**src/sv/swmr_ram.sv**
```systemverilog
module swmr_ram #(
  parameter int WIDTH = 8,
  parameter int DEPTH = 16
) (
  input  logic                     clk,
  input  logic                     we,
  input  logic [$clog2(DEPTH)-1:0] waddr,
  input  logic [WIDTH-1:0]         wdata,
  input  logic                     re,
  input  logic [$clog2(DEPTH)-1:0] raddr,
  output logic [WIDTH-1:0]         rdata
);

  logic [WIDTH-1:0] mem_r [DEPTH];
  logic [WIDTH-1:0] rdata_r;

  always_ff @(posedge clk) begin
    if (we) begin
      mem_r[waddr] <= wdata;
    end
    if (re) begin
      rdata_r <= mem_r[raddr];
    end
  end

  assign rdata = rdata_r;

endmodule

```
**config.mk**
```make
export PLATFORM = sky130hd
export DESIGN_NAME = swmr_ram
export DESIGN_NICKNAME = d
export VERILOG_FILES = /design/src/sv/swmr_ram.sv
export SDC_FILE = /design/constraint.sdc
export NUM_CORES = 1
export LEC_CHECK = 0
export CAP_MARGIN = 20
export CORE_AREA = 4 4 142 76
export CTS_CLUSTER_SIZE = 24
export DETAILED_ROUTE_END_ITERATION = 7
export DIE_AREA = 0 0 146 80
export DONT_BUFFER_PORTS = 1
export HOLD_SLACK_MARGIN = 0.06
export PLACE_DENSITY_LB_ADDON = 0.3
export SYNTH_ARGS = -nofsm -noshare
export SYNTH_HDL_FRONTEND = slang
export SYNTH_SLANG_ARGS = --single-unit
export TNS_END_PERCENT = 20
```
**constraint.sdc**
```tcl
create_clock -name clk -period 1.97 [get_ports clk]
set_input_delay 0.4925 -clock clk [delete_from_list [all_inputs] [get_ports clk]]
set_output_delay 0.4925 -clock clk [all_outputs]
set_load 0.03 [all_outputs]
```
==> impl_metrics.env <==
export IMPL_syn_area_um2=5230
export IMPL_max_stage_delay_ps=460
export IMPL_max_cap_violations=0
export IMPL_fin_crit_ps=1600
export IMPL_cp_num_cells=3
export IMPL_slew_violations=0
export IMPL_drcViolationCount=0
export IMPL_cts_htree_levels=4
export IMPL_dieArea_um2=11700
export IMPL_crit_start="mem_r[11][7]$_DFFE_PP_"
export IMPL_ys_seq_area_share_pct=78.1
export IMPL_setup_tns_final_ps=0
export IMPL_cts_tree="yes"
export IMPL_final_core_util_pct=64.2
export IMPL_fin_crit_sh_pct=81.0
export IMPL_cts_clk_slew_worst_paths_ps=60
export IMPL_power_density_nw_per_um2=1090
export IMPL_insertion_delay_ps=410
export IMPL_drtAntennaViolNets=0
export IMPL_n_fill_cell=600
export IMPL_cts_sinks=136
export IMPL_reg2reg_depth=3
export IMPL_status="completed"
export IMPL_path_cells="mux4_2 > a22oi_1 > nand2_1"
export IMPL_path_class="flip-flop to flip-flop"
export IMPL_start_util_pct=55.9
export IMPL_cp_top_family="multiplexers"
export IMPL_endpoint_kind="flip-flop"
export IMPL_cts_resized_gates=0
export IMPL_worst_pin_slew_ps=419
export IMPL_num_rows=25
export IMPL_rsz0062_at_grt="no"
export IMPL_syn2layout_area_growth_pct=14.8
export IMPL_io_buffers=0
export IMPL_crit_end="rdata[7]$_DFFE_PP_"
export IMPL_pin_count=27
export IMPL_post_cts_buffers=0
export IMPL_slew_headroom_pct=72.1
export IMPL_worst_ir_drop_vdd_uv=698
export IMPL_cp_required_ps=2100
export IMPL_hold_viol_final=0
export IMPL_wl_per_cell_um=25.7
export IMPL_hold_class="input port to flip-flop"
export IMPL_crit_path_max_fanout=1
export IMPL_nets=275
export IMPL_skew_ps=5.53
export IMPL_vias=2367
export IMPL_wirelength_mm=10.0
export IMPL_hpwl_mm=6.04
export IMPL_fmax_mhz=627
export IMPL_synth_seq_cells=136
export IMPL_firstDrtPassIters=4
export IMPL_n_antenna_cell=0
export IMPL_antenna_found_initial=0
export IMPL_rr_startpoint="mem_r[11][7]$_DFFE_PP_"
export IMPL_postCtsHoldBufs=0
export IMPL_layout_drive_gt1_share_pct=24.2
export IMPL_fp_dieH_um=80
export IMPL_cts_buffers=17
export IMPL_drt_iter0_drc=204
export IMPL_overflow=0
export IMPL_synth_cells=229
export IMPL_track_usage_pct=19.2
export IMPL_crit_buf_inv=0
export IMPL_p_leak_nw=1.99
export IMPL_coreArea_um2=9350
export IMPL_r2r_slack_ps=370
export IMPL_synthesis_nets=248
export IMPL_routed_via_density=6.07
export IMPL_fin_total_pwr_mw=6.52
export IMPL_setup_violations_final=0
export IMPL_cts_buffer_depth=2
export IMPL_place_gp_congestion=0.775
export IMPL_root_buffer="clkbuf_16"
export IMPL_grt_max_degree=33
export IMPL_synth_cell_types=18
export IMPL_avgSynthCellArea_um2=22.8
export IMPL_crit_slowest_cell="mux4_2"
export IMPL_yosysWarnings=0
export IMPL_critPathLaunchType="flip-flop"
export IMPL_timing_rr_end="rdata[7]$_DFFE_PP_"
export IMPL_crit_arrival_ps=1730
export IMPL_grt_pass1_wl_mm=15.6
export IMPL_first_global_vias=2512
export IMPL_die_width_um=146
[logic make-up (layout without fill, tap and decap cells)]
family | count (synthesis) | after routing | share of synthesized area (%)
flip-flops | 136 | 136 | 78.1
AND/OR/NAND/NOR | 35 | 35 | 3.14
AO/OA/AOI/OAI | 16 | 16 | 2.30
buffers and inverters | 10 | 50 | 1.65
multiplexers | 32 | 32 | 14.8
[routing by layer]
layer | share of wire, % | GRT usage, %
met3 | 9.8 | 6.13
met1 | 43 | 27.7
met5 | 0 | 0
met2 | 46 | 27.9
met4 | 0.84 | 6.47
[cells in the final DEF (no fill, tap or decap), drive strengths merged]
cell type / instances
nor3: 4
nand2b: 2
buf: 18
and2: 1
edfxtp: 136
and2b: 1
clkinv: 9
bufinv: 3
mux4: 32
nor2: 13
nor2b: 1
a22oi: 16
nand3b: 2
nand2: 9
clkbuf: 20
nand3: 1
or3b: 1
[worst min path at each step]
stage | to | startpoint | depth (start not counted)
floorplan | mem_r[0][0]$_DFFE_PP_ | wdata[0] | 0
global placement | mem_r[11][4]$_DFFE_PP_ | wdata[4] | 0
detailed placement | mem_r[2][6]$_DFFE_PP_ | wdata[6] | 0
CTS | mem_r[14][5]$_DFFE_PP_ | wdata[5] | 0
global route | mem_r[10][4]$_DFFE_PP_ | wdata[4] | 0
finish | mem_r[10][4]$_DFFE_PP_ | wdata[4] | 0
[report_power, final]
group	total, mW	switching (mW)	internal [mW]	leakage (nW)
combinational	0.179	0.0790	0.100	0.467
sequential	3.32	0.0510	3.27	1.24
clock	3.03	1.07	1.96	0.286
total	6.52	1.20	5.33	1.99
[Yosys cell counts]
| cell | n | area (µm²) |
|---|---|---|
| edfxtp_1 | 136 | 4080 |
| mux4_2 | 18 | 405 |
| a22oi_1 | 16 | 120 |
| mux4_1 | 14 | 368 |
| nor2_1 | 13 | 48.8 |
| nand2_1 | 9 | 33.8 |
| nor3_1 | 4 | 20.0 |
| buf_2 | 3 | 15.0 |
| buf_6 | 3 | 33.8 |
| clkdlybuf4s25_2 | 3 | 30.0 |
| nand2b_1 | 2 | 12.5 |
| nand3b_1 | 2 | 15.0 |
| and2_1 | 1 | 6.26 |
| and2b_1 | 1 | 7.51 |
| buf_4 | 1 | 7.51 |
| nand3_1 | 1 | 5.00 |
| nor2b_1 | 1 | 6.26 |
| or3b_2 | 1 | 8.76 |
[stage by stage]
step | hold slack [ps] | area, µm² | cells | setup WS [ps]
after floorplan | 591 | 5230 | 229 | 195
after global placement | 592 | 5430 | 358 | 214
after detailed placement | 592 | 5430 | 358 | 225
final | 178 | 6000 | 390 | 374
after global routing | 156 | 6000 | 390 | 337
after CTS | 165 | 6000 | 390 | 395
[area by class of cell]
cell class,instances,area [µm²],area share [%]
clock buffer,20,437,7.28
clock inverter,12,133,2.21
multi-input combinational,83,1060,17.7
sequential,136,4080,68.0
tap,121,151,2.52
timing repair buffer,18,135,2.25
[sequential cells by signal, indices dropped and copies added, names as in the netlist]
signal and count:
rdata 8, mem_r 128
Note: power is estimated with default switching activity, not from simulation.
