--- config.mk ---
export PLATFORM = sky130hd
export DESIGN_NAME = swmr_mul
export DESIGN_NICKNAME = d
export VERILOG_FILES = /design/src/sv/swmr_pkg.sv /design/src/sv/swmr_mul.sv
export SDC_FILE = /design/constraint.sdc
export NUM_CORES = 1
export LEC_CHECK = 0
export BUFFER_PORTS_ARGS = -buffer_cell sky130_fd_sc_hd__buf_2
export CAP_MARGIN = 30
export CORE_MARGIN = 2
export CORE_UTILIZATION = 30
export CTS_BUF_LIST = sky130_fd_sc_hd__clkbuf_4
export DETAILED_ROUTE_END_ITERATION = 6
export PLACE_DENSITY_LB_ADDON = 0.12
export SYNTH_ARGS = -nofsm -noshare
export SYNTH_HDL_FRONTEND = slang
export SYNTH_SLANG_ARGS = --single-unit
--- constraint.sdc ---
create_clock -name clk -period 7 [get_ports clk]
set_input_delay 0.35 -clock clk [delete_from_list [all_inputs] [get_ports clk]]
set_output_delay 0.35 -clock clk [all_outputs]
set_load 0.05 [all_outputs]
--- src/sv/swmr_pkg.sv ---
package swmr_pkg;

  // channel set and window shape
  localparam int GYROS  = 3;
  localparam int AXES   = 3;
  localparam int WINDOW = 200;
  localparam int WARMUP = 400;

  localparam int CH     = GYROS * AXES;
  localparam int CH_W   = (CH > 1) ? $clog2(CH) : 1;
  localparam int WIN_CW = $clog2(WINDOW);
  localparam int POS_W  = WIN_CW;
  localparam int DEPTH  = CH * WINDOW;
  localparam int ADDR_W = $clog2(DEPTH);
  localparam int WU_W   = $clog2(WARMUP + 1);

  // field widths
  localparam int IDX_W  = 2;
  localparam int X_W    = 24;
  localparam int RMS_W  = X_W - 1;
  localparam int MQ_W   = X_W - 1;

  // running sums: window of full-scale samples and of full-scale squares
  localparam int SUM_W  = X_W + WIN_CW;
  localparam int MAG_W  = SUM_W - 1;
  localparam int SQ_W   = 2 * X_W - 1 + WIN_CW;

  // serial divider by the window length
  localparam int DV_W   = SQ_W;
  localparam int DL_W   = $clog2(DV_W + 1);

  // serial multiplier for new^2 - old^2 = (new - old) * (new + old)
  localparam int MA_W   = X_W + 1;
  localparam int MB_W   = X_W;
  localparam int PR_W   = 2 * X_W;
  localparam int MC_W   = $clog2(MB_W + 1);

  // serial square root, two radicand bits per step
  localparam int RAD_W  = 2 * X_W;
  localparam int ROOT_W = X_W;
  localparam int REM_W  = ROOT_W + 2;
  localparam int SC_W   = $clog2(ROOT_W + 1);

  typedef struct packed {
    logic busy;
    logic done;
  } unit_stat_t;

endpackage

--- src/sv/swmr_mul.sv ---
module swmr_mul (
  input  logic                          clk,
  input  logic                          rst_n,
  input  logic                          start,
  input  logic [swmr_pkg::MA_W-1:0]     a_in,
  input  logic [swmr_pkg::MB_W-1:0]     b_in,
  output logic [swmr_pkg::PR_W-1:0]     prod,
  output swmr_pkg::unit_stat_t          stat
);
  import swmr_pkg::*;

  // shift-add multiply, one multiplier bit per cycle
  logic [PR_W-1:0] acc_r;
  logic [PR_W-1:0] a_r;
  logic [MB_W-1:0] b_r;
  logic [MC_W-1:0] cnt_r;
  logic            busy_r;
  logic            done_r;

  always_ff @(posedge clk) begin
    if (!rst_n) begin
      busy_r <= 1'b0;
      done_r <= 1'b0;
      cnt_r  <= '0;
    end else begin
      done_r <= 1'b0;
      if (start) begin
        busy_r <= 1'b1;
        cnt_r  <= MC_W'(MB_W);
      end else if (busy_r) begin
        cnt_r <= cnt_r - MC_W'(1);
        if (cnt_r == MC_W'(1)) begin
          busy_r <= 1'b0;
          done_r <= 1'b1;
        end
      end
    end
  end

  always_ff @(posedge clk) begin
    if (start) begin
      acc_r <= '0;
      a_r   <= PR_W'(a_in);
      b_r   <= b_in;
    end else if (busy_r) begin
      if (b_r[0]) begin
        acc_r <= acc_r + a_r;
      end
      a_r <= {a_r[PR_W-2:0], 1'b0};
      b_r <= {1'b0, b_r[MB_W-1:1]};
    end
  end

  assign prod      = acc_r;
  assign stat.busy = busy_r;
  assign stat.done = done_r;

endmodule

==> impl_results.md <==
* Initial Util at 30.6%
* Clk sinks at 127
* CTS tree: yes
* Critical Path RT at 7430 ps
* CTS Buffer Depth at 2
* Total Nets Final at 974
* Setup crit end kind: register
* Synthesized area per cell at 9.39 µm²
* Pleak at 3.58 nW
* Relative slew slack at 40.0%
* Multi-input logic area at 0.00419 mm²
* Yosys warns at 0
* Synth cell count leaders: 111 x nand2_1, 92 x a21oi_1, 78 x dfxtp_1
* Initial antenna violation count at 1
* Fillers at 2645
* Worst IR drop on VDD at 0.0857 mV
* DRT iter0 DRCs at 310
* Average via count per standard cell at 4.88
* WS Path Type: reg -> reg
* Status: finished, final reports clean
* Final setup viols at 0
* Root Driver: clkbuf_4
* CTS Buf Count at 17
* Yosys top cell area share at 20.9%
* Drt wl/cell at 15.5 µm
* Power density over the cells at 199 mW/mm²
* Row Count at 57
* Max Cap Viol at 0
* Clk pin slew, worst setup/hold paths at 150 ps
* Die area at 0.0261 mm²
* Cell variety after synth at 61
* Cts repair resizes at 0
* Vias in the first global route at 5862
* Minimum clock period at 3510 ps
* GP Congestion at 0.774
* Most used DFF post-synth: dfxtp_1
* Async set-reset flop share out of synthesis at 0%
* Final Max Tran Viols at 0
* Global route overflow at 0
* Crit path launch type: register
* Final Hold Viols at 0
* Detailed Place HPWL at 13500 µm
* H-Tree Depth at 4
* Vias at 5916
* Port Buf Inserts at 101
* Setup_tns at 0 ps
* Syn Inst Count at 794
* Die height at 162 µm
* Post CTS Setup Buffer Count at 0
* Yosys reg bits at 127
* Most numerous cell in the Yosys netlist: nand2_1
* RSZ-0062 raised after global routing: no
* Sequential cell area at 0.00303 mm²
* Worst skew pair latency at 550 ps
* Sequential share of the synthesized area at 40.7%
* Critical Path AT at 3940 ps
* Antenna Nets Post-Route at 0
* Cell Area, Synth at 0.00746 mm²
* IO Pins at 102
* Dpl cell area at 0.00824 mm²
* Main area contributors after synthesis: dfxtp_1 21%, edfxtp_1 20%, ha_1 8.2%, mux2_2 7.1%, a21oi_1 6.2%
* Fin crit share at 50.2%
* Final WL at 18800 µm
* HP Class: in -> reg
* Largest net degree at the start of global routing at 64
* Worst-Margin Slew at 895 ps
* Hold-fix buffer count after cts at 0
* Total track usage at 14.9%
* Synth area leader: dfxtp_1
* Post-synth EDFFs at 49
* Final Skew at 26.1 ps
* Std-Cell Core Area at 0.0244 mm²
* Worst-path fanout max at 4
* Design Area, Final at 0.00852 mm²
* First-pass GRT wire length at 31200 µm
* Drt drc at 0
* Drt first pass iters at 4
* Layout area overhead at 14.2%
* Max Clock Freq at 0.285 GHz
* Die Width at 162 µm
* Fraction of layout cells with a size suffix above 1 at 22.5%
* Mapped Nets at 896
==> state kept, by name (all words and copies together), names as in the netlist <==
signal / cells
cnt_r: 5
busy_r: 1
b_r: 24
a_r: 48
prod: 48
done_r: 1
==> metrics by stage <==
| step | cells | util (%) | power, W | hold slack (ps) | worst slack [ps] |
|---|---|---|---|---|---|
| after floorplan | 794 | - | 0.00113 | 469 | 3630 |
| after global placement | 1176 | 33.7 | 0.00122 | 460 | 3580 |
| after detailed placement | 1177 | 33.8 | 0.00122 | 464 | 3530 |
| after CTS | 1209 | 34.9 | 0.00173 | 9.32 | 3470 |
| after global routing | 1212 | 34.9 | 0.00181 | 5.18 | 3260 |
| final | 1212 | 34.9 | 0.00170 | 75.8 | 3490 |
==> layout by cell type, fill, tap and decap left out, types with 6 or more instances in the layout <==
cell,Yosys,final
nand2_1,111,109
buf_2,4,100
a21oi_1,92,92
dfxtp_1,78,78
nor2_1,53,53
ha_1,49,49
edfxtp_1,49,49
mux2_2,47,47
xnor2_1,24,24
mux2i_1,24,24
a21o_1,22,22
o21ai_1,21,21
clkbuf_4,0,17
xor2_1,16,16
nand3_1,13,13
inv_1,12,12
nor3_1,12,12
o21bai_1,12,12
o21ai_0,11,11
nand4_1,11,11
a31oi_1,8,8
a211oi_1,7,7
nor4_1,7,7
inv_6,0,7
nor2b_1,6,6
==> final cells by class <==
type                            instances  share of cell area, %
Multi-Input combinational cell        607                   49.2
Sequential cell                       127                   35.6
Timing Repair Buffer                  106                   6.55
Tap cell                              324                   4.76
Clock inverter                         15                   1.67
Clock buffer                           17                   1.50
Inverter                               13                  0.573
Antenna cell                            3                 0.0881
==> cells by family after synthesis <==
family | share of synthesized area (%)
buffers and inverters | 3.19
AOI/OAI and AO/OA | 18.2
adders and majority gates | 8.49
muxes | 10.6
and+or+nand+nor | 14.2
DFF | 40.7
xor gates and xnor gates | 4.70
==> metal layers <==
| layer | up-vias | GRT usage [%] | share of wire [%] |
|---|---|---|---|
| met4 | 0 | 2.86 | 0.65 |
| met3 | 5 | 3.78 | 3.4 |
| met2 | 89 | 23.4 | 45 |
| li1 | 3044 | - | - |
| met1 | 2778 | 20.8 | 51 |
| met5 | - | 0 | 0 |
==> path summary, 6_finish.rpt <==
path	from	endpoint	slack, ps	cells after the start
worst max-delay path	a_r[0]	prod[46]	3490	12
worst min-delay path	b_in[23]	b_r[23]	80	2
worst max register to register	a_r[0]	prod[46]	3490	12
worst min register to register	prod[30]	prod[30]	480	2
==> critical path, cell delays in order, from the launching register on <==
cell	delay, ps
edfxtp_1	430
ha_1	220
fa_1	440
a211oi_2	280
o21ai_2	110
a31oi_2	320
a31oi_4	180
a41oi_4	330
o41ai_4	140
a41o_4	300
a31oi_2	220
o21ai_1	110
mux2_1	310
==> power by group <==
part	total (W)	switching, W	internal, W
clock network	0.000499	0.000341	0.000158
logic	0.000346	0.000214	0.000132
registers	0.000850	0.0000285	0.000822
total	0.00170	0.000584	0.00111
Note: power is estimated with default switching activity, not from simulation.
