$ cat config.mk
export PLATFORM = sky130hd
export DESIGN_NAME = swmr_cdiv
export DESIGN_NICKNAME = d
export VERILOG_FILES = /design/src/sv/swmr_pkg.sv /design/src/sv/swmr_cdiv.sv
export SDC_FILE = /design/constraint.sdc
export NUM_CORES = 1
export LEC_CHECK = 0
export BUFFER_PORTS_ARGS = -buffer_cell sky130_fd_sc_hd__buf_2
export CAP_MARGIN = 40
export CORE_UTILIZATION = 45
export DETAILED_ROUTE_END_ITERATION = 10
export PLACE_DENSITY_LB_ADDON = 0.12
export SETUP_SLACK_MARGIN = 0.05
export SYNTH_ARGS = -nofsm -noshare
export SYNTH_HDL_FRONTEND = slang
export SYNTH_SLANG_ARGS = --single-unit
$ cat constraint.sdc
create_clock -name clk -period 2.8 [get_ports clk]
set_input_delay 0.28 -clock clk [delete_from_list [all_inputs] [get_ports clk]]
set_output_delay 0.28 -clock clk [all_outputs]
set_load 0.01 [all_outputs]
$ cat src/sv/swmr_pkg.sv
package swmr_pkg;

  // channel set and window shape
  localparam int GYROS  = 3;
  localparam int AXES   = 3;
  localparam int WINDOW = 200;
  localparam int WARMUP = 400;

  localparam int CH     = GYROS * AXES;
  localparam int CH_W   = (CH > 1) ? $clog2(CH) : 1;
  localparam int WIN_CW = $clog2(WINDOW);
  localparam int POS_W  = WIN_CW;
  localparam int DEPTH  = CH * WINDOW;
  localparam int ADDR_W = $clog2(DEPTH);
  localparam int WU_W   = $clog2(WARMUP + 1);

  // field widths
  localparam int IDX_W  = 2;
  localparam int X_W    = 24;
  localparam int RMS_W  = X_W - 1;
  localparam int MQ_W   = X_W - 1;

  // running sums: window of full-scale samples and of full-scale squares
  localparam int SUM_W  = X_W + WIN_CW;
  localparam int MAG_W  = SUM_W - 1;
  localparam int SQ_W   = 2 * X_W - 1 + WIN_CW;

  // serial divider by the window length
  localparam int DV_W   = SQ_W;
  localparam int DL_W   = $clog2(DV_W + 1);

  // serial multiplier for new^2 - old^2 = (new - old) * (new + old)
  localparam int MA_W   = X_W + 1;
  localparam int MB_W   = X_W;
  localparam int PR_W   = 2 * X_W;
  localparam int MC_W   = $clog2(MB_W + 1);

  // serial square root, two radicand bits per step
  localparam int RAD_W  = 2 * X_W;
  localparam int ROOT_W = X_W;
  localparam int REM_W  = ROOT_W + 2;
  localparam int SC_W   = $clog2(ROOT_W + 1);

  typedef struct packed {
    logic busy;
    logic done;
  } unit_stat_t;

endpackage

$ cat src/sv/swmr_cdiv.sv
module swmr_cdiv (
  input  logic                               clk,
  input  logic                               rst_n,
  input  logic                               start,
  input  logic [swmr_pkg::DV_W-1:0]          dividend,
  input  logic [swmr_pkg::DL_W-1:0]          len,
  output logic [swmr_pkg::DV_W-1:0]          quot,
  output swmr_pkg::unit_stat_t               stat
);
  import swmr_pkg::*;

  // restoring division by the window length, one quotient bit per cycle;
  // the dividend comes in left justified and the quotient shifts in below
  logic [DV_W-1:0]   dv_r;
  logic [WIN_CW-1:0] rem_r;
  logic [DL_W-1:0]   cnt_r;
  logic              busy_r;
  logic              done_r;
  logic [WIN_CW:0]   trial;
  logic [WIN_CW:0]   diff;
  logic              ge;

  assign trial = {rem_r, dv_r[DV_W-1]};
  assign ge    = trial >= (WIN_CW + 1)'(WINDOW);
  assign diff  = trial - (WIN_CW + 1)'(WINDOW);

  always_ff @(posedge clk) begin
    if (!rst_n) begin
      busy_r <= 1'b0;
      done_r <= 1'b0;
      cnt_r  <= '0;
    end else begin
      done_r <= 1'b0;
      if (start) begin
        busy_r <= 1'b1;
        cnt_r  <= len;
      end else if (busy_r) begin
        cnt_r <= cnt_r - DL_W'(1);
        if (cnt_r == DL_W'(1)) begin
          busy_r <= 1'b0;
          done_r <= 1'b1;
        end
      end
    end
  end

  always_ff @(posedge clk) begin
    if (start) begin
      dv_r  <= dividend;
      rem_r <= '0;
    end else if (busy_r) begin
      rem_r <= ge ? diff[WIN_CW-1:0] : trial[WIN_CW-1:0];
      dv_r  <= {dv_r[DV_W-2:0], ge};
    end
  end

  assign quot      = dv_r;
  assign stat.busy = busy_r;
  assign stat.done = done_r;

endmodule

==> results.md, run 1 <==
* Clk root buf: clkbuf_8
* CTS tree: built
* Slowest-stage cell, CP: dfxtp_1
* Nets at 411
* Minimum clock period at 1.53 ns
* GRT Resource Usage Total at 17.8%
* Die H at 87.0 um
* Final Util at 60.0%
* # rows at 30
* Commonest cells after routing, fill and taps aside: 120 x buf_2, 55 x mux2_2, 55 x edfxtp_1
* Initial antenna violation count at 0
* Post-CTS setup buffer count at 0
* R2R setup slack at 1.27 ns
* CTS Buffer Depth at 2
* Max-slew headroom at 62.1%
* Startpoint Class: register
* Number of clock sinks at 71
* Area grow syn2layout at 26.8%
* R2r endpoint: quot[0]
* Die area at 7570 um2
* GP Congestion at 0.822
* Critical Path Fanout Max at 6
* Period utilization at 54.8%
* Sequential power share at 51.0%
* Initial DRC Count at 92
* DR pass1 iterations at 4
* Worst Path Arrival at 1.63 ns
* Crit path launch: rem_r[3]
* Post-route DRC at 0
* Syn_area_per_cell at 14.6 um2
* Hold path depth at 2
* Sw frac at 24.1%
* Die Width at 87.0 um
* CP endpoint kind: register
* Largest net degree at the start of global routing at 44
* Final clock skew at 0.0109 ns
* CP Data Required Time at 2.90 ns
* CTS H-tree lvls at 3
* IO Count at 121
* I/O Buffers at 120
* Initial Utilization at 47.3%
* Seq cells post-synth at 71
* Post-route ant nets at 0
* DR vias/cell at 5.02
* Sw Pwr at 0.623 mW
* Wire length per cell at 14.5 um
* Number of global-route vias before repair at 2064
* HP Class: input pin to register
* Worst skew pair latency at 0.34 ns
* Sequential area share after synthesis at 60.6%
* Filler instances at 591
* Post-Route Setup TNS at 0 ns
* Primary FF master, synth: edfxtp_1
* Congestion Overflow GR at 0
* Combinational power share at 15.1%
* Layout cell share with drive strength beyond 1 at 57.0%
* Commonest non-fill, non-tap cell in the layout: buf_2
* Leakage power at 1.70 nW
* Post_cts resized at 0
* Final setup vio count at 0
* Worst reg2reg startpoint: rem_r[3]
* Worst IR Drop VDD at 0.315 mV
* Worst Tran Pin Value at 0.567 ns
* Syn Nets at 290
* CP endpoint: quot[0]
* Internal at 1.96 mW
* Clock slew at reported path FFs at 0.08 ns
* CP cell instances: inv_1, ha_1, nand2b_4, a21oi_2, nand2_1, mux2_2
* Outcome: complete, no violations
* Area of the core at 6870 um2
* Clock network power share at 33.9%
* Vias at 2232
* Post-DP HPWL at 4.49 mm
* Cell depth of the worst flop-to-flop path at 6
* MaxCap Viol Count at 0
* Yosys warns at 0
* Slowest cell delay on critical path at 0.33 ns
* Final Hold Viols at 0
* Post-CTS Hold Buffers at 0
* Fmax at 652 MHz
* Critical path class: register to register
* CTS buffer count at 9
* Asr flop ratio synth at 0%
* Final max-slew violation count at 0
* Post-Synthesis Cells at 223
* Ant. Diodes at 0
* RSZ-0062 raised after global routing: false
* Netlist Area Pre-Place at 3250 um2
* Pwr Density at 626 nW/um2
* EDFF count, synth at 55
* First-pass GRT wire length at 9.94 mm
* Synth cell types at 39
* WL final at 6.45 mm
-- worst min-delay path by stage --
stage              from        to  slack, ns
5_1_grt          len[0]  cnt_r[0]       0.16
4_1_cts          len[0]  cnt_r[0]       0.16
6_report         len[0]  cnt_r[0]       0.17
2_1_floorplan     rst_n    done_r       0.39
3_3_place_gp   cnt_r[4]  cnt_r[4]       0.48
3_5_place_dp   rem_r[0]  rem_r[0]       0.51
-- synth_stat cells (2+ instances only) --
cell       n  share of area (%)
buf_6      3                1.0
mux2_2    55                 19
or2b_1     2               0.46
buf_2      5               0.77
xor2_1     2               0.54
dfxtp_1   16                9.9
ha_1       3                1.2
xnor2_1    2               0.54
a22oi_1    2               0.46
nand2_1    7               0.81
nor3_1     3               0.46
nand3b_1   3               0.69
edfxtp_1  55                 51
nand4_1    2               0.38
nand3_1    2               0.31
o21ai_0    6               0.92
buf_4      6                1.4
mux2i_1    6                1.8
inv_1      7               0.81
nor2_1     8               0.92
o31ai_1    2               0.46
nor2b_1    3               0.58
a21oi_1    7                1.1
-- cells by family (layout without fill, tap and decap cells) --
group | Yosys count | after routing | synth area share (%)
flops | 71 | 71 | 60.6
mux | 62 | 62 | 21.4
simple gates | 36 | 36 | 6.69
compound gates | 26 | 26 | 5.08
buf+inv | 21 | 147 | 4.00
xor+xnor | 4 | 4 | 1.08
fa+ha+maj | 3 | 3 | 1.15
-- area by class of cell --
class	instances	area [um2]	share of cell area, %
sequential	71	1970	47.8
multi-input combinational	131	1150	27.9
tap	96	120	2.91
clock buffer	10	128	3.09
clock inverter	6	85.1	2.06
inverter	7	26.3	0.637
timing repair buffer	124	643	15.6
-- worst max-delay path, delay by kind of cell (launching register included) --
family	cells	cell delay (ns)
multiplexers	1	0.28
flip-flops	1	0.33
AND/OR/NAND/NOR	2	0.22
adder cells (fa/ha/maj)	1	0.22
AO/OA/AOI/OAI	1	0.13
buffers and inverters	1	0.12
-- per-layer routing --
layer,part of all wire (%),vias to the layer above,routed length (um),GRT usage (%)
met4,0.88,0,57,8.94
met5,0,-,0,0
met1,46,1062,2980,24.2
li1,-,1073,-,-
met2,46,92,2940,26.4
met3,7.3,5,472,4.74
-- power groups by stage --
| stage | sequential, mW | combinational [mW] | clock (mW) |
|---|---|---|---|
| 2_1_floorplan | 1.38 | 0.192 | 0 |
| 3_3_place_gp | 1.34 | 0.387 | 0 |
| 3_5_place_dp | 1.34 | 0.393 | 0 |
| 4_1_cts | 1.32 | 0.394 | 0.898 |
| 5_1_grt | 1.33 | 0.427 | 0.942 |
| 6_report | 1.32 | 0.389 | 0.874 |
-- through the flow --
step | setup slack, ns | total power, mW | hold WS (ns) | instances | instance area [um2]
3_5_place_dp | 1.25 | 1.73 | 0.514 | 429 | 3910
4_1_cts | 1.25 | 2.61 | 0.156 | 445 | 4120
3_3_place_gp | 1.27 | 1.72 | 0.484 | 429 | 3910
5_1_grt | 1.13 | 2.70 | 0.155 | 445 | 4120
2_1_floorplan | 0.730 | 1.57 | 0.394 | 223 | 3250
6_report | 1.27 | 2.58 | 0.171 | 445 | 4120
-- state kept, by name, summed over array words and instances (netlist names) --
signal	flops
quot	55
rem_r	8
cnt_r	6
busy_r	1
done_r	1
Power figures use the tool's default switching activity.
==> run 2: changes to the inputs <==
CORE_UTILIZATION = 44   (was 45)
clock period = 1.34 ns   (was 2.8 ns; I/O delays follow)
==> results.md, run 2 (synthesis gave the netlist of run 1 again) <==
* Post-DP HPWL at 4.91 mm
* Die area at 7740 um2
* Area grow syn2layout at 32.7%
* CTS Buffer Depth at 2
* Worst IR Drop VDD at 0.627 mV
* Post-route ant nets at 0
* CP Data Required Time at 1.42 ns
* Ant. Diodes at 0
* Combinational power share at 18.1%
* WL final at 6.59 mm
* Worst Tran Pin Value at 0.243 ns
* I/O Buffers at 120
* Minimum clock period at 1.32 ns
* # rows at 30
* Final Hold Viols at 0
* Congestion Overflow GR at 0
* DP Area at 4100 um2
* CTS buffer count at 9
* CTS tree: built
* Startpoint Class: register
* Post-Route Setup TNS at 0 ns
* Post-CTS Hold Buffers at 0
* DR vias/cell at 4.91
* Wire length per cell at 14.2 um
* Period utilization at 98.3%
* Worst reg2reg startpoint: rem_r[3]
* Critical path class: register to register
* Final clock skew at 0.00769 ns
* Hold endpoint: cnt_r[0]
* Sw Pwr at 1.27 mW
* Highest routed layer: met4
* Critical Path Fanout Max at 3
* Initial DRC Count at 103
* Number of clock sinks at 71
* R2r endpoint: quot[0]
* Outcome: complete, no violations
* Initial Utilization at 46.6%
* R2R setup slack at 0.02 ns
* Initial antenna violation count at 0
* Cell total after placement at 444
* Slowest cell delay on critical path at 0.33 ns
* Final setup vio count at 0
* Total power at 5.11 mW
* Filler instances at 575
* Leakage power at 1.79 nW
* RSZ-0062 raised after global routing: true
* Fmax at 759 MHz
* Max FFs per register at 55
* HP Class: input pin to register
* Commonest cells after routing, fill and taps aside: 120 x buf_2, 55 x edfxtp_1, 54 x mux2_2
* Sw frac at 24.8%
* Fin cells at 463
* CP cell instances: inv_2, ha_4, nand2b_4, a21oi_2, nand2_2, mux2_4
* Die Width at 88.0 um
* IO Count at 121
* Clock network power share at 28.1%
* Worst setup margin at 0.0232 ns
* CP endpoint kind: register
* Internal at 3.84 mW
* Clock slew at reported path FFs at 0.07 ns
* Commonest non-fill, non-tap cell in the layout: buf_2
* GRT Resource Usage Total at 17.5%
* Area of the core at 6980 um2
* Largest net degree at the start of global routing at 37
* Sequential power share at 53.8%
* M1 wire length at 2.95 mm
* DR pass1 iterations at 4
* Clk root buf: clkbuf_8
* Max-slew headroom at 83.7%
* Hold path depth at 2
* Worst min-delay path startpoint: len[0]
* Vias at 2275
* Layout cell share with drive strength beyond 1 at 63.2%
* Post-route DRC at 0
* MaxCap Viol Count at 0
* GP Congestion at 0.794
* Finished Cell Area at 4310 um2
* Worst skew pair latency at 0.33 ns
* Worst slack at placement at -0.0414 ns
* CTS H-tree lvls at 3
* Crit path launch: rem_r[3]
* Met3 WL at 537 um
* Wire length on met2 at 2.97 mm
* Die H at 88.0 um
* First-pass GRT wire length at 9.96 mm
* Pwr Density at 1190 nW/um2
* Worst Path Arrival at 1.40 ns
* Final max-slew violation count at 0
* Cell depth of the worst flop-to-flop path at 6
* Slowest-stage cell, CP: dfxtp_2
* Nets at 429
* Number of global-route vias before repair at 2079
-- run 2: changes by cell type in the layout (fill, tap and decap cells not counted), moves of 3 or more --
cell and change:
dfxtp_1 -6, buf_4 +15, dfxtp_2 +6, inv_1 -4
buf_12 +3, inv_2 +3, clkbuf_1 +3
-- run 2: worst max-delay path by stage --
stage                     endpoint  depth (start not counted)
after floorplan            quot[0]                          3
after global placement    rem_r[5]                          4
after detailed placement  rem_r[5]                          4
after CTS                  quot[0]                          6
after global routing       quot[0]                          6
final                      quot[0]                          6
-- run 2: area by class of cell --
type / count / area (um2) / area share, %
sequential: 71 / 1980 / 45.9
timing repair buffer: 142 / 816 / 18.9
clock buffer: 14 / 153 / 3.54
clock inverter: 2 / 7.51 / 0.174
tap: 96 / 120 / 2.78
inverter: 7 / 30.0 / 0.696
multi-input combinational: 131 / 1210 / 28.0
-- run 2: stage by stage --
| stage | hold WS [ns] | util, % |
|---|---|---|
| 2_1_floorplan | 0.248 | - |
| 3_3_place_gp | 0.358 | 58.7 |
| 3_5_place_dp | 0.366 | 58.7 |
| 4_1_cts | 0.0140 | 61.3 |
| 5_1_grt | 0.0312 | 61.8 |
| 6_report | 0.0294 | 61.8 |
-- run 2: power by group through the flow --
| stage | Sequential, mW | Combinational (mW) | Clock (mW) |
|---|---|---|---|
| 2_1_floorplan | 2.88 | 0.413 | 0 |
| 3_3_place_gp | 2.79 | 0.890 | 0 |
| 6_report | 2.75 | 0.923 | 1.44 |
| 4_1_cts | 2.75 | 0.920 | 1.48 |
| 5_1_grt | 2.78 | 1.01 | 1.56 |
| 3_5_place_dp | 2.80 | 0.907 | 0 |
-- run 2: critical path, delay by kind of cell, from the launching register on --
kind / cells / cell delay [ns]
flops: 1 / 0.33
mux: 1 / 0.26
fa+ha+maj: 1 / 0.15
simple gates: 2 / 0.14
compound gates: 1 / 0.13
buf+inv: 1 / 0.07
-- run 2: routing by layer --
metal,track usage (%),vias up
li1,-,1113
met1,22.7,1053
met2,26.4,97
met3,5.56,12
met4,8.64,0
met5,0,-
-- run 2: repair_timing --
action,CTS,global route
gates resized for setup,2,10
pin swaps,2,3
buffers inserted,2,1
setup endpoints to repair,2,6
hold endpoints to repair,0,0
==> run 3: changes to the inputs <==
CORE_MARGIN = 1.5   (was not set)
==> results.md, run 3 (synthesis gave the netlist of run 1 again) <==
* Max FFs per register at 55
* Initial DRC Count at 82
* Internal at 4.34 mW
* CTS Buffer Depth at 2
* Initial antenna violation count at 0
* Leakage power at 1.81 nW
* Nets at 429
* Number of global-route vias before repair at 2066
* Clk root buf: clkbuf_8
* IO Count at 121
* Worst setup margin at 0.000614 ns
* Final Util at 60.5%
* Largest net degree at the start of global routing at 36
* Startpoint Class: register
* Worst slack at placement at 0.0129 ns
* MaxCap Viol Count at 0
* Period utilization at 100%
* RSZ-0062 raised after global routing: true
* Filler instances at 621
* Total power at 5.66 mW
* GP Congestion at 0.775
* CP endpoint kind: register
* Wire length per cell at 13.8 um
* Post-route DRC at 0
* CTS buffer count at 9
* DR vias/cell at 4.86
* Commonest cells after routing, fill and taps aside: 120 x buf_2, 55 x edfxtp_1, 54 x mux2_2
* Fmax at 747 MHz
* Worst Path Arrival at 1.43 ns
* Multi-input logic area at 1200 um2
* CTS tree: built
* # rows at 31
* Vias at 2267
* Layout cell share with drive strength beyond 1 at 63.5%
* Final clock skew at 0.0102 ns
* First-pass GRT wire length at 9.70 mm
* GRT Resource Usage Total at 16.3%
* HP Class: input pin to register
* GR Util met2 at 24.3%
* Met1 Track Usage GR at 22.4%
* Commonest non-fill, non-tap cell in the layout: buf_2
* Max-slew headroom at 80.3%
* Combinational power share at 15.8%
* Die Width at 89.0 um
* Ant. Diodes at 0
* Final Hold Viols at 0
* Worst Tran Pin Value at 0.295 ns
* Congestion Overflow GR at 0
* Minimum clock period at 1.34 ns
* Post-DP HPWL at 4.54 mm
* Die area at 7920 um2
* CTS H-tree lvls at 3
* Outcome: complete, no violations
* Worst skew pair latency at 0.34 ns
* Critical path class: register to register
* WL final at 6.45 mm
* Pwr Density at 1300 nW/um2
* Worst IR Drop VDD at 0.594 mV
* Area grow syn2layout at 34.2%
* R2R setup slack at 0.0006 ns
* Final setup vio count at 0
* Sw frac at 23.4%
* Area of the core at 7210 um2
* DR pass1 iterations at 4
* Clock slew at reported path FFs at 0.07 ns
* Number of clock sinks at 71
* I/O Buffers at 120
* Clock network power share at 35.8%
* Met3 Use GR at 4.16%
* Die H at 89.0 um
* Critical Path Fanout Max at 3
* FF+latch area at 1980 um2
* Gr busiest metal: met2
* Sequential power share at 48.5%
* Sw Pwr at 1.33 mW
* CP Data Required Time at 1.43 ns
* Post-route ant nets at 0
* Final max-slew violation count at 0
* Initial Utilization at 45.1%
-- run 3: path summary, 6_finish.rpt --
check	cells past startpoint	startpoint	end
worst max-delay path	6	rem_r[3]	quot[0]
worst min-delay path	3	len[1]	cnt_r[1]
worst max register to register	6	rem_r[3]	quot[0]
worst min register to register	2	cnt_r[4]	cnt_r[4]
-- run 3: cell type report --
class	instances	area share (%)
clock buffers	10	2.92
clock inverters	6	2.49
inverters	7	0.688
multi-input cells	131	27.6
flip-flops and latches	71	45.3
well taps	99	2.84
repair buffers	142	18.2
-- run 3: worst max-delay path: stages (launching register included) --
cell and delay, ns:
dfxtp_2 0.33, inv_2 0.08, ha_4 0.15, nand2b_4 0.06, a21oi_2 0.13, nand2_2 0.09
mux2_4 0.26
-- run 3: metrics by stage --
| stage | area, um2 | setup TNS, ns | cells | hold WS, ns |
|---|---|---|---|---|
| floorplan | 3290 | -22.51 | 223 | 0.248 |
| global route | 4370 | -0.0931 | 466 | 0.0703 |
| detailed placement | 4070 | 0 | 447 | 0.363 |
| global placement | 4070 | 0 | 447 | 0.355 |
| CTS | 4330 | 0 | 465 | 0.0343 |
| finish | 4370 | 0 | 466 | 0.0529 |
-- run 3: metal layers --
metal / part of all wire (%) / routed length (um)
met1: 47 / 3020
met2: 43 / 2790
met3: 8.4 / 542
met4: 1.7 / 107
met5: 0 / 0
-- run 3: repair_timing --
action	in CTS	in global routing
hold buffers	1	0
endpoints found under the setup margin	2	6
hold endpoints to repair	1	0
pin swaps	2	6
resized for setup	1	10
setup buffers	1	1
-- run 3: power groups by stage --
stage                     registers [mW]  logic (mW)  clock network, mW
final                               2.74       0.894               2.03
after global routing                2.78       0.985               2.17
after CTS                           2.74       0.896               2.08
after detailed placement            2.79       0.887                  0
after global placement              2.79       0.874                  0
after floorplan                     2.88       0.413                  0
