$ cat src/sv/swmr_pkg.sv
package swmr_pkg;

  // channel set and window shape
  localparam int GYROS  = 3;
  localparam int AXES   = 3;
  localparam int WINDOW = 200;
  localparam int WARMUP = 400;

  localparam int CH     = GYROS * AXES;
  localparam int CH_W   = (CH > 1) ? $clog2(CH) : 1;
  localparam int WIN_CW = $clog2(WINDOW);
  localparam int POS_W  = WIN_CW;
  localparam int DEPTH  = CH * WINDOW;
  localparam int ADDR_W = $clog2(DEPTH);
  localparam int WU_W   = $clog2(WARMUP + 1);

  // field widths
  localparam int IDX_W  = 2;
  localparam int X_W    = 24;
  localparam int RMS_W  = X_W - 1;
  localparam int MQ_W   = X_W - 1;

  // running sums: window of full-scale samples and of full-scale squares
  localparam int SUM_W  = X_W + WIN_CW;
  localparam int MAG_W  = SUM_W - 1;
  localparam int SQ_W   = 2 * X_W - 1 + WIN_CW;

  // serial divider by the window length
  localparam int DV_W   = SQ_W;
  localparam int DL_W   = $clog2(DV_W + 1);

  // serial multiplier for new^2 - old^2 = (new - old) * (new + old)
  localparam int MA_W   = X_W + 1;
  localparam int MB_W   = X_W;
  localparam int PR_W   = 2 * X_W;
  localparam int MC_W   = $clog2(MB_W + 1);

  // serial square root, two radicand bits per step
  localparam int RAD_W  = 2 * X_W;
  localparam int ROOT_W = X_W;
  localparam int REM_W  = ROOT_W + 2;
  localparam int SC_W   = $clog2(ROOT_W + 1);

  typedef struct packed {
    logic busy;
    logic done;
  } unit_stat_t;

endpackage

$ cat src/sv/swmr_sqrt.sv
module swmr_sqrt (
  input  logic                           clk,
  input  logic                           rst_n,
  input  logic                           start,
  input  logic [swmr_pkg::RAD_W-1:0]     rad,
  output logic [swmr_pkg::ROOT_W-1:0]    root,
  output swmr_pkg::unit_stat_t           stat
);
  import swmr_pkg::*;

  // digit-by-digit floor root, two radicand bits in and one root bit out per cycle
  logic [RAD_W-1:0]   rad_r;
  logic [REM_W-1:0]   rem_r;
  logic [ROOT_W-1:0]  root_r;
  logic [SC_W-1:0]    cnt_r;
  logic               busy_r;
  logic               done_r;
  logic [REM_W+1:0]   cur;
  logic [REM_W+1:0]   trial;
  logic [REM_W+1:0]   diff;
  logic               ge;

  assign cur   = {rem_r, rad_r[RAD_W-1:RAD_W-2]};
  assign trial = (REM_W + 2)'({root_r, 2'b01});
  assign ge    = cur >= trial;
  assign diff  = cur - trial;

  always_ff @(posedge clk) begin
    if (!rst_n) begin
      busy_r <= 1'b0;
      done_r <= 1'b0;
      cnt_r  <= '0;
    end else begin
      done_r <= 1'b0;
      if (start) begin
        busy_r <= 1'b1;
        cnt_r  <= SC_W'(ROOT_W);
      end else if (busy_r) begin
        cnt_r <= cnt_r - SC_W'(1);
        if (cnt_r == SC_W'(1)) begin
          busy_r <= 1'b0;
          done_r <= 1'b1;
        end
      end
    end
  end

  always_ff @(posedge clk) begin
    if (start) begin
      rad_r  <= rad;
      rem_r  <= '0;
      root_r <= '0;
    end else if (busy_r) begin
      rem_r  <= ge ? diff[REM_W-1:0] : cur[REM_W-1:0];
      root_r <= {root_r[ROOT_W-2:0], ge};
      rad_r  <= {rad_r[RAD_W-3:0], 2'b00};
    end
  end

  assign root      = root_r;
  assign stat.busy = busy_r;
  assign stat.done = done_r;

endmodule

$ cat config.mk
export PLATFORM = sky130hd
export DESIGN_NAME = swmr_sqrt
export DESIGN_NICKNAME = d
export VERILOG_FILES = /design/src/sv/swmr_pkg.sv /design/src/sv/swmr_sqrt.sv
export SDC_FILE = /design/constraint.sdc
export NUM_CORES = 1
export LEC_CHECK = 0
export BUFFER_PORTS_ARGS = -buffer_cell sky130_fd_sc_hd__buf_2
export CAP_MARGIN = 20
export CORE_ASPECT_RATIO = 0.5
export CORE_UTILIZATION = 60
export CTS_BUF_LIST = sky130_fd_sc_hd__clkbuf_4
export DETAILED_ROUTE_END_ITERATION = 12
export PLACE_DENSITY_LB_ADDON = 0.08
export SLEW_MARGIN = 30
export SYNTH_ARGS = -nofsm -noshare
export SYNTH_HDL_FRONTEND = slang
export SYNTH_SLANG_ARGS = --single-unit
$ cat constraint.sdc
create_clock -name clk -period 3.3 [get_ports clk]
set_input_delay 0.33 -clock clk [delete_from_list [all_inputs] [get_ports clk]]
set_output_delay 0.33 -clock clk [all_outputs]
set_load 0.02 [all_outputs]
==> run_summary.xml, run 1 <==
<?xml version="1.0" encoding="UTF-8"?>
<metrics>
  <group name="run">
    <metric name="timing.max_cap.violations" unit="">0</metric>
  </group>
  <group name="yosys">
    <metric name="post_synth.cell_area_avg" unit="µm²">10.6</metric>
    <metric name="ys_top_cells_by_area" unit="">sky130_fd_sc_hd__edfxtp_1 (25%), sky130_fd_sc_hd__dfxtp_1 (20%), sky130_fd_sc_hd__mux2_2 (9.0%)</metric>
    <metric name="postSynthRegisterBits" unit="">105</metric>
    <metric name="post-synth-top-area-fraction" unit="">0.250</metric>
    <metric name="yosysUniqueCellTypes" unit="">62</metric>
    <metric name="synth-warning-count" unit="">0</metric>
    <metric name="mappedNetlistArea" unit="µm²">5760</metric>
    <metric name="synth_top_cells_by_count" unit="">sky130_fd_sc_hd__nor2_1 (65), sky130_fd_sc_hd__dfxtp_1 (57), sky130_fd_sc_hd__edfxtp_1 (48), sky130_fd_sc_hd__mux2_2 (46), sky130_fd_sc_hd__mux2i_1 (42)</metric>
    <metric name="netlist_instances" unit="">544</metric>
    <metric name="cell_with_the_most_instances_after_synthesis" unit="">sky130_fd_sc_hd__nor2_1</metric>
    <metric name="post_synth_edffs" unit="">48</metric>
    <metric name="ys_dominant_reg_cell" unit="">sky130_fd_sc_hd__dfxtp_1</metric>
    <metric name="synth.yosys.seq_area_share" unit="">0.448</metric>
    <metric name="async_flop_share" unit="">0</metric>
    <metric name="synth_nets" unit="">623</metric>
    <metric name="synth_largest_area_cell" unit="">sky130_fd_sc_hd__edfxtp_1</metric>
  </group>
  <group name="pwr">
    <metric name="post-layout-total-power" unit="mW">3.79</metric>
    <metric name="switching_power_as_a_share_of_total_power" unit="">0.369</metric>
    <metric name="total_switching_power" unit="mW">1.40</metric>
    <metric name="clock_power_share" unit="">0.170</metric>
    <metric name="p_int" unit="mW">2.39</metric>
    <metric name="p_leak" unit="nW">2.57</metric>
    <metric name="power_density" unit="nW/µm²">597</metric>
    <metric name="power_frac_seq" unit="">0.418</metric>
    <metric name="pwr-share-comb" unit="">0.412</metric>
    <metric name="vdd_drop_max" unit="V">0.000282</metric>
  </group>
  <group name="worst_setup_path">
    <metric name="path_cells" unit="">inv_1 &gt; ha_1 &gt; nand4_2 &gt; nor3_2 &gt; nand2b_1 &gt; o2111ai_2 &gt; nand2_2 &gt; a32oi_4 &gt; buf_4 &gt; mux2i_1 &gt; a211oi_1</metric>
    <metric name="path_delay_family" unit="">simple AND/OR/NAND/NOR gates</metric>
    <metric name="category_of_the_most_critical_setup_path" unit="">register to register</metric>
    <metric name="critical_path_arrival" unit="ns">3.10</metric>
    <metric name="critical_path_required" unit="ns">3.61</metric>
    <metric name="slowest_delay" unit="ns">0.46</metric>
    <metric name="worst_setup_path_end_kind" unit="">register</metric>
    <metric name="ff2ff_setup_slack" unit="ns">0.51</metric>
    <metric name="critical_path_buf_inv_count" unit="">2</metric>
    <metric name="worstReg2RegStart" unit="">root[10]</metric>
    <metric name="critPathLaunchType" unit="">register</metric>
    <metric name="regToRegEndpoint" unit="">rem_r[12]</metric>
    <metric name="r2r_cells" unit="">11</metric>
    <metric name="cp_slowest_cell" unit="">sky130_fd_sc_hd__ha_1</metric>
    <metric name="timing.critical_path.fanout_max" unit="">21</metric>
  </group>
  <group name="worst_hold_path">
    <metric name="hold_path_class" unit="">input port to register</metric>
    <metric name="worstHoldStart" unit="">rad[0]</metric>
    <metric name="min_delay_path_depth" unit="">2</metric>
    <metric name="hold-path-endpoint" unit="">rad_r[0]</metric>
  </group>
  <group name="route">
    <metric name="drt-vias-per-instance" unit="">5.67</metric>
    <metric name="remaining_drc_errors" unit="">0</metric>
    <metric name="wl" unit="µm">11200</metric>
    <metric name="first_iter_violations" unit="">205</metric>
    <metric name="route.antenna.remaining_nets" unit="">0</metric>
    <metric name="drt_pre_antenna_iters" unit="">4</metric>
    <metric name="routed-via-count" unit="">4148</metric>
    <metric name="wl_per_cell" unit="µm">15.2</metric>
  </group>
  <group name="place">
    <metric name="total_placed_instance_area" unit="µm²">6210</metric>
    <metric name="placement.io_buffers" unit="">76</metric>
    <metric name="gp_congestion" unit="">0.904</metric>
    <metric name="post-dp-hpwl" unit="µm">7950</metric>
    <metric name="placed_cells_incl_taps" unit="">716</metric>
  </group>
  <group name="die">
    <metric name="initial_core_util" unit="">0.639</metric>
    <metric name="design.die.area" unit="µm²">10000</metric>
    <metric name="design.portCount" unit="">77</metric>
    <metric name="die_height" unit="µm">71.3</metric>
    <metric name="die_width" unit="µm">141</metric>
    <metric name="placeableCoreArea" unit="µm²">9010</metric>
    <metric name="num_rows" unit="">24</metric>
  </group>
  <group name="global_routing">
    <metric name="grt_max_degree" unit="">80</metric>
    <metric name="via_count_of_the_first_global_routing_pass" unit="">4042</metric>
    <metric name="first_pass_grt_wire_length" unit="µm">18700</metric>
    <metric name="antenna_found_initial" unit="">0</metric>
    <metric name="global_route_overflow" unit="">0</metric>
    <metric name="track_usage" unit="">0.236</metric>
  </group>
  <group name="finish">
    <metric name="layout_overhead_on_the_synthesized_area" unit="%">10.1</metric>
    <metric name="finish.instance_area" unit="µm²">6340</metric>
    <metric name="layout.nets" unit="">689</metric>
    <metric name="n_antenna_cell" unit="">0</metric>
    <metric name="fraction_of_final_layout_cells_sized_beyond_drive_strength_1" unit="">0.265</metric>
    <metric name="fin_cells" unit="">732</metric>
  </group>
  <group name="timing">
    <metric name="drv_slew" unit="">0</metric>
    <metric name="unrepaired_setup_endpoints_after_global_routing" unit="">false</metric>
    <metric name="timing.final.hold_violations" unit="">0</metric>
    <metric name="finalSetupTns" unit="ns">0</metric>
    <metric name="finalSetupViolations" unit="">0</metric>
    <metric name="fin_crit_sh" unit="">0.844</metric>
    <metric name="fmax" unit="MHz">359</metric>
    <metric name="final_period_minus_worst_setup_slack" unit="ns">2.79</metric>
    <metric name="fin_hold_ws" unit="ns">0.116</metric>
    <metric name="clock-skew-final" unit="ns">0.0278</metric>
    <metric name="maxSlewHeadroom" unit="">0.384</metric>
    <metric name="timing_worst_slew_pin_value" unit="ns">0.924</metric>
  </group>
  <group name="clock_network">
    <metric name="clk_path_buf_depth" unit="">2</metric>
    <metric name="post-cts-setup-buffer-count" unit="">0</metric>
    <metric name="cts_made_buffers" unit="">9</metric>
    <metric name="clockRootBuffer" unit="">sky130_fd_sc_hd__clkbuf_4</metric>
    <metric name="cts_tree" unit="">built</metric>
    <metric name="cts_repair_resize_count" unit="">0</metric>
    <metric name="clk_latency" unit="ns">0.48</metric>
    <metric name="cts-htree-levels" unit="">3</metric>
    <metric name="number_of_clock_sinks" unit="">105</metric>
    <metric name="hold_buffers" unit="">0</metric>
    <metric name="clk_pin_slew_worst_paths" unit="ns">0.18</metric>
  </group>
  <group name="status">
    <metric name="status" unit="">complete, no violations</metric>
  </group>
</metrics>
[state kept, by name, indices dropped and copies added (netlist names)]
| signal | count |
|---|---|
| rad_r | 48 |
| rem_r | 26 |
| root | 24 |
| cnt_r | 5 |
| busy_r | 1 |
| done_r | 1 |
[through the flow]
stage / utilization / setup WS [ns]
2_1_floorplan: - / 0.674
3_3_place_gp: 0.689 / 0.616
3_5_place_dp: 0.689 / 0.524
4_1_cts: 0.704 / 0.488
5_1_grt: 0.704 / 0.219
6_report: 0.704 / 0.514
[power by group through the flow]
stage	clock [mW]	combinational (mW)	sequential, mW
final	0.645	1.56	1.58
after global routing	0.703	1.73	1.60
after global placement	0	1.54	1.61
after detailed placement	0	1.54	1.61
after floorplan	0	1.28	1.59
after CTS	0.666	1.56	1.58
[kinds of logic (layout without fill, tap and decap cells)]
kind of cell / Yosys count / after routing / synth area share
simple gates: 133 / 133 / 0.107
fa+ha+maj: 28 / 28 / 0.0608
compound gates: 100 / 100 / 0.131
xor+xnor: 28 / 28 / 0.0426
mux: 88 / 88 / 0.163
flops: 105 / 105 / 0.448
buf+inv: 62 / 133 / 0.0467
[final cells by class]
cell class	instances	area, µm²
Inverter	33	124
Timing Repair Buffer	84	443
Fill cell	719	2670
Clock inverter	6	56.3
Multi-Input combinational cell	377	2910
Sequential cell	105	2590
Tap cell	117	146
Clock buffer	10	75.1
[layout by cell type (no fill, tap or decap), types with 7 or more instances in the layout]
cell                       Yosys  layout
sky130_fd_sc_hd__clkbuf_4      0      10
sky130_fd_sc_hd__mux2_2       46      46
sky130_fd_sc_hd__buf_4         4       9
sky130_fd_sc_hd__nor3_1       11      11
sky130_fd_sc_hd__dfxtp_1      57      56
sky130_fd_sc_hd__nor2_1       65      65
sky130_fd_sc_hd__xnor2_1      16      16
sky130_fd_sc_hd__ha_1         28      28
sky130_fd_sc_hd__o21ai_0      11      11
sky130_fd_sc_hd__mux2i_1      42      42
sky130_fd_sc_hd__buf_2         2      75
sky130_fd_sc_hd__a21oi_1      18      18
sky130_fd_sc_hd__o211ai_1      7       7
sky130_fd_sc_hd__a211oi_1     21      21
sky130_fd_sc_hd__xor2_1       12      12
sky130_fd_sc_hd__edfxtp_1     48      48
sky130_fd_sc_hd__nand2_1      20      19
sky130_fd_sc_hd__inv_1        32      32
[layer usage]
metal / wire length, µm / vias up / global-route usage
li1: - / 2110 / -
met1: 5440 / 1938 / 0.307
met2: 4840 / 95 / 0.381
met3: 822 / 5 / 0.0889
met4: 60 / 0 / 0.0543
met5: 0 / - / 0
[how the worst max path moves through the flow]
stage               cells after the start   endpoint      from  slack (ns)
floorplan                              11  rem_r[13]   root[1]        0.67
global placement                       11   rem_r[8]  root[10]        0.62
detailed placement                     11  rem_r[12]  root[10]        0.52
CTS                                    11   rem_r[8]  root[10]        0.49
global route                           10  rem_r[25]   root[0]        0.22
finish                                 11  rem_r[12]  root[10]        0.51
No activity file was read; power rests on OpenSTA's default activity.
==> run 2: changes to the inputs <==
--- a/config.mk
+++ b/config.mk
@@ -5,6 +5,7 @@
 export SDC_FILE = /design/constraint.sdc
 export NUM_CORES = 1
 export LEC_CHECK = 0
+export ABC_AREA = 1
 export BUFFER_PORTS_ARGS = -buffer_cell sky130_fd_sc_hd__buf_2
 export CAP_MARGIN = 20
 export CORE_ASPECT_RATIO = 0.5
==> constraint.sdc (replaced) <==
create_clock -name clk -period 2.8 [get_ports clk]
set_input_delay 0.28 -clock clk [delete_from_list [all_inputs] [get_ports clk]]
set_output_delay 0.28 -clock clk [all_outputs]
set_load 0.02 [all_outputs]
==> run_summary.xml, run 2 <==
<?xml version="1.0" encoding="UTF-8"?>
<metrics>
  <group name="timing">
    <metric name="finalSetupTns" unit="ns">0</metric>
    <metric name="maxSlewHeadroom" unit="">0.403</metric>
    <metric name="finalSetupViolations" unit="">0</metric>
    <metric name="timing.final.hold_violations" unit="">0</metric>
    <metric name="final_period_minus_worst_setup_slack" unit="ns">2.42</metric>
    <metric name="clock-skew-final" unit="ns">0.0271</metric>
    <metric name="timing.final.ws_setup" unit="ns">0.381</metric>
    <metric name="unrepaired_setup_endpoints_after_global_routing" unit="">false</metric>
    <metric name="timing_worst_slew_pin_value" unit="ns">0.889</metric>
    <metric name="drv_slew" unit="">0</metric>
    <metric name="fmax" unit="MHz">413</metric>
    <metric name="fin_crit_sh" unit="">0.864</metric>
  </group>
  <group name="finish">
    <metric name="fin_cells" unit="">1064</metric>
    <metric name="fraction_of_final_layout_cells_sized_beyond_drive_strength_1" unit="">0.142</metric>
    <metric name="layout.cells.most_common_list" unit="">sky130_fd_sc_hd__nand2_1 (356), sky130_fd_sc_hd__inv_1 (117), sky130_fd_sc_hd__buf_2 (76)</metric>
    <metric name="layout_overhead_on_the_synthesized_area" unit="%">10.2</metric>
    <metric name="layout_commonest_cell" unit="">sky130_fd_sc_hd__nand2_1</metric>
    <metric name="largest-register" unit="">rad_r</metric>
    <metric name="n_antenna_cell" unit="">0</metric>
    <metric name="layout.nets" unit="">1003</metric>
    <metric name="fillerInstances" unit="">835</metric>
    <metric name="flip_flop_count_of_the_largest_register_after_layout" unit="">48</metric>
  </group>
  <group name="yosys">
    <metric name="post-synth-top-area-fraction" unit="">0.234</metric>
    <metric name="postSynthRegisterBits" unit="">105</metric>
    <metric name="yosysUniqueCellTypes" unit="">41</metric>
    <metric name="ys_top_cells_by_area" unit="">sky130_fd_sc_hd__edfxtp_1 (23%), sky130_fd_sc_hd__nand2_1 (22%), sky130_fd_sc_hd__dfxtp_1 (19%)</metric>
    <metric name="mappedNetlistArea" unit="µm²">6160</metric>
    <metric name="synth.yosys.seq_area_share" unit="">0.419</metric>
    <metric name="cell_with_the_most_instances_after_synthesis" unit="">sky130_fd_sc_hd__nand2_1</metric>
    <metric name="netlist_instances" unit="">856</metric>
    <metric name="post_synth.cell_area_avg" unit="µm²">7.20</metric>
    <metric name="synth-warning-count" unit="">0</metric>
    <metric name="synth_top_cells_by_count" unit="">sky130_fd_sc_hd__nand2_1 (356), sky130_fd_sc_hd__inv_1 (117), sky130_fd_sc_hd__dfxtp_1 (57), sky130_fd_sc_hd__edfxtp_1 (48), sky130_fd_sc_hd__nor2_1 (41)</metric>
    <metric name="post_synth_edffs" unit="">48</metric>
    <metric name="synth_nets" unit="">935</metric>
    <metric name="ys_dominant_reg_cell" unit="">sky130_fd_sc_hd__dfxtp_1</metric>
    <metric name="async_flop_share" unit="">0</metric>
    <metric name="synth_largest_area_cell" unit="">sky130_fd_sc_hd__edfxtp_1</metric>
  </group>
  <group name="global_routing">
    <metric name="antenna_found_initial" unit="">0</metric>
    <metric name="via_count_of_the_first_global_routing_pass" unit="">5035</metric>
    <metric name="first_pass_grt_wire_length" unit="µm">24400</metric>
    <metric name="global_route_overflow" unit="">0</metric>
    <metric name="grt_max_degree" unit="">73</metric>
    <metric name="track_usage" unit="">0.296</metric>
  </group>
  <group name="worst_setup_path">
    <metric name="path_cells" unit="">ha_1 &gt; a21oi_1 &gt; nand2_1 &gt; clkinv_1 &gt; nand3_2 &gt; nand3_4 &gt; nand2_8 &gt; or2_2 &gt; nand3_1 &gt; nand2_1</metric>
    <metric name="critPathLaunchType" unit="">register</metric>
    <metric name="category_of_the_most_critical_setup_path" unit="">register to register</metric>
    <metric name="ff2ff_setup_slack" unit="ns">0.38</metric>
    <metric name="critical_path_required" unit="ns">3.19</metric>
    <metric name="critical_path_buf_inv_count" unit="">1</metric>
    <metric name="timing.critical_path.mode_cell" unit="">sky130_fd_sc_hd__nand2_1</metric>
    <metric name="cp_slowest_cell" unit="">sky130_fd_sc_hd__dfxtp_1</metric>
    <metric name="timing.critical_path.fanout_max" unit="">43</metric>
    <metric name="worst_setup_path_end_kind" unit="">register</metric>
    <metric name="r2r_cells" unit="">10</metric>
    <metric name="path_delay_family" unit="">simple AND/OR/NAND/NOR gates</metric>
    <metric name="slowest_delay" unit="ns">0.48</metric>
    <metric name="critical_path_arrival" unit="ns">2.80</metric>
    <metric name="cp.depth" unit="">10</metric>
  </group>
  <group name="route">
    <metric name="wl_per_cell" unit="µm">13.9</metric>
    <metric name="wl" unit="µm">14800</metric>
    <metric name="routed-via-count" unit="">5573</metric>
    <metric name="drt-vias-per-instance" unit="">5.24</metric>
    <metric name="drt_pre_antenna_iters" unit="">5</metric>
    <metric name="first_iter_violations" unit="">371</metric>
    <metric name="remaining_drc_errors" unit="">0</metric>
    <metric name="route.antenna.remaining_nets" unit="">0</metric>
  </group>
  <group name="status">
    <metric name="status" unit="">complete, no violations</metric>
  </group>
  <group name="worst_hold_path">
    <metric name="hold_path_class" unit="">input port to register</metric>
    <metric name="min_delay_path_depth" unit="">3</metric>
  </group>
  <group name="pwr">
    <metric name="power_frac_seq" unit="">0.244</metric>
    <metric name="total_switching_power" unit="mW">4.34</metric>
    <metric name="vdd_drop_max" unit="V">0.000875</metric>
    <metric name="p_int" unit="mW">3.84</metric>
    <metric name="p_leak" unit="nW">3.63</metric>
    <metric name="pwr-share-comb" unit="">0.662</metric>
    <metric name="clock_power_share" unit="">0.094</metric>
    <metric name="switching_power_as_a_share_of_total_power" unit="">0.531</metric>
    <metric name="power_density" unit="nW/µm²">1200</metric>
  </group>
  <group name="clock_network">
    <metric name="clockRootBuffer" unit="">sky130_fd_sc_hd__clkbuf_4</metric>
    <metric name="hold_buffers" unit="">0</metric>
    <metric name="post-cts-setup-buffer-count" unit="">0</metric>
    <metric name="number_of_clock_sinks" unit="">105</metric>
    <metric name="cts_repair_resize_count" unit="">0</metric>
    <metric name="cts_tree" unit="">built</metric>
    <metric name="cts-htree-levels" unit="">3</metric>
    <metric name="clk_latency" unit="ns">0.48</metric>
    <metric name="clk_path_buf_depth" unit="">2</metric>
    <metric name="clk_pin_slew_worst_paths" unit="ns">0.18</metric>
    <metric name="cts_made_buffers" unit="">9</metric>
  </group>
  <group name="die">
    <metric name="design.die.area" unit="µm²">10700</metric>
    <metric name="num_rows" unit="">25</metric>
    <metric name="die_height" unit="µm">73.7</metric>
    <metric name="design.portCount" unit="">77</metric>
    <metric name="die_width" unit="µm">145</metric>
    <metric name="placeableCoreArea" unit="µm²">9700</metric>
    <metric name="initial_core_util" unit="">0.636</metric>
  </group>
  <group name="place">
    <metric name="detailedPlace.worstSlack" unit="ns">0.466</metric>
    <metric name="gp_congestion" unit="">0.966</metric>
    <metric name="placement.io_buffers" unit="">76</metric>
    <metric name="post-dp-hpwl" unit="µm">11100</metric>
    <metric name="placed_cells_incl_taps" unit="">1048</metric>
  </group>
  <group name="run">
    <metric name="timing.max_cap.violations" unit="">0</metric>
  </group>
</metrics>
-- run 2: worst paths after layout --
kind	from	end
max	rem_r[9]	rem_r[20]
min	rad[1]	rad_r[1]
max reg2reg	rem_r[9]	rem_r[20]
min reg2reg	rem_r[25]	rem_r[25]
-- run 2: area by class of cell --
| cell class | count | area [µm²] | share of cell area |
|---|---|---|---|
| clock buffers | 10 | 75.1 | 0.0111 |
| inverters | 124 | 465 | 0.0686 |
| repair buffers | 84 | 453 | 0.0667 |
| well taps | 135 | 169 | 0.0249 |
| clock inverters | 6 | 61.3 | 0.00903 |
| multi-input cells | 600 | 2980 | 0.439 |
| flip-flops and latches | 105 | 2580 | 0.380 |
-- run 2: kinds of logic after synthesis --
family                     after synthesis  synth area share
DFF                                    105             0.419
buffers and inverters                  151            0.0970
xor gates and xnor gates                11            0.0156
adders and majority gates               28            0.0568
AOI/OAI and AO/OA                       79            0.0812
and+or+nand+nor                        482             0.330
-- run 2: metal layers --
layer | part of all wire | global-route usage | vias up
met1 | 0.49 | 0.411 | 2498
met2 | 0.42 | 0.472 | 203
met4 | 0.018 | 0.0947 | 0
met3 | 0.069 | 0.0553 | 23
li1 | - | - | 2849
met5 | 0 | 0 | -
-- run 2: power by group through the flow --
stage	Clock, mW	Combinational (mW)	Sequential [mW]
2_1_floorplan	0	4.38	1.97
3_3_place_gp	0	5.25	2.02
3_5_place_dp	0	5.32	2.02
4_1_cts	0.775	5.34	1.99
5_1_grt	0.820	6.16	2.02
6_report	0.767	5.42	2.00
-- run 2: stage by stage --
stage          hold WS, ns  cell area [µm²]  utilization  power (mW)
6_report            0.0402             6790        0.700        8.18
5_1_grt             0.0157             6790        0.700        8.99
4_1_cts             0.0236             6790        0.700        8.11
3_5_place_dp         0.445             6650        0.686        7.34
3_3_place_gp         0.438             6650        0.686        7.27
2_1_floorplan        0.411             6160            -        6.35
-- run 2: worst reg2reg max path: cells and delay by family (launching register included) --
kind	cells	cell delay, ns
compound gates	1	0.23
simple gates	7	1.19
buf+inv	1	0.08
fa+ha+maj	1	0.33
flops	1	0.48
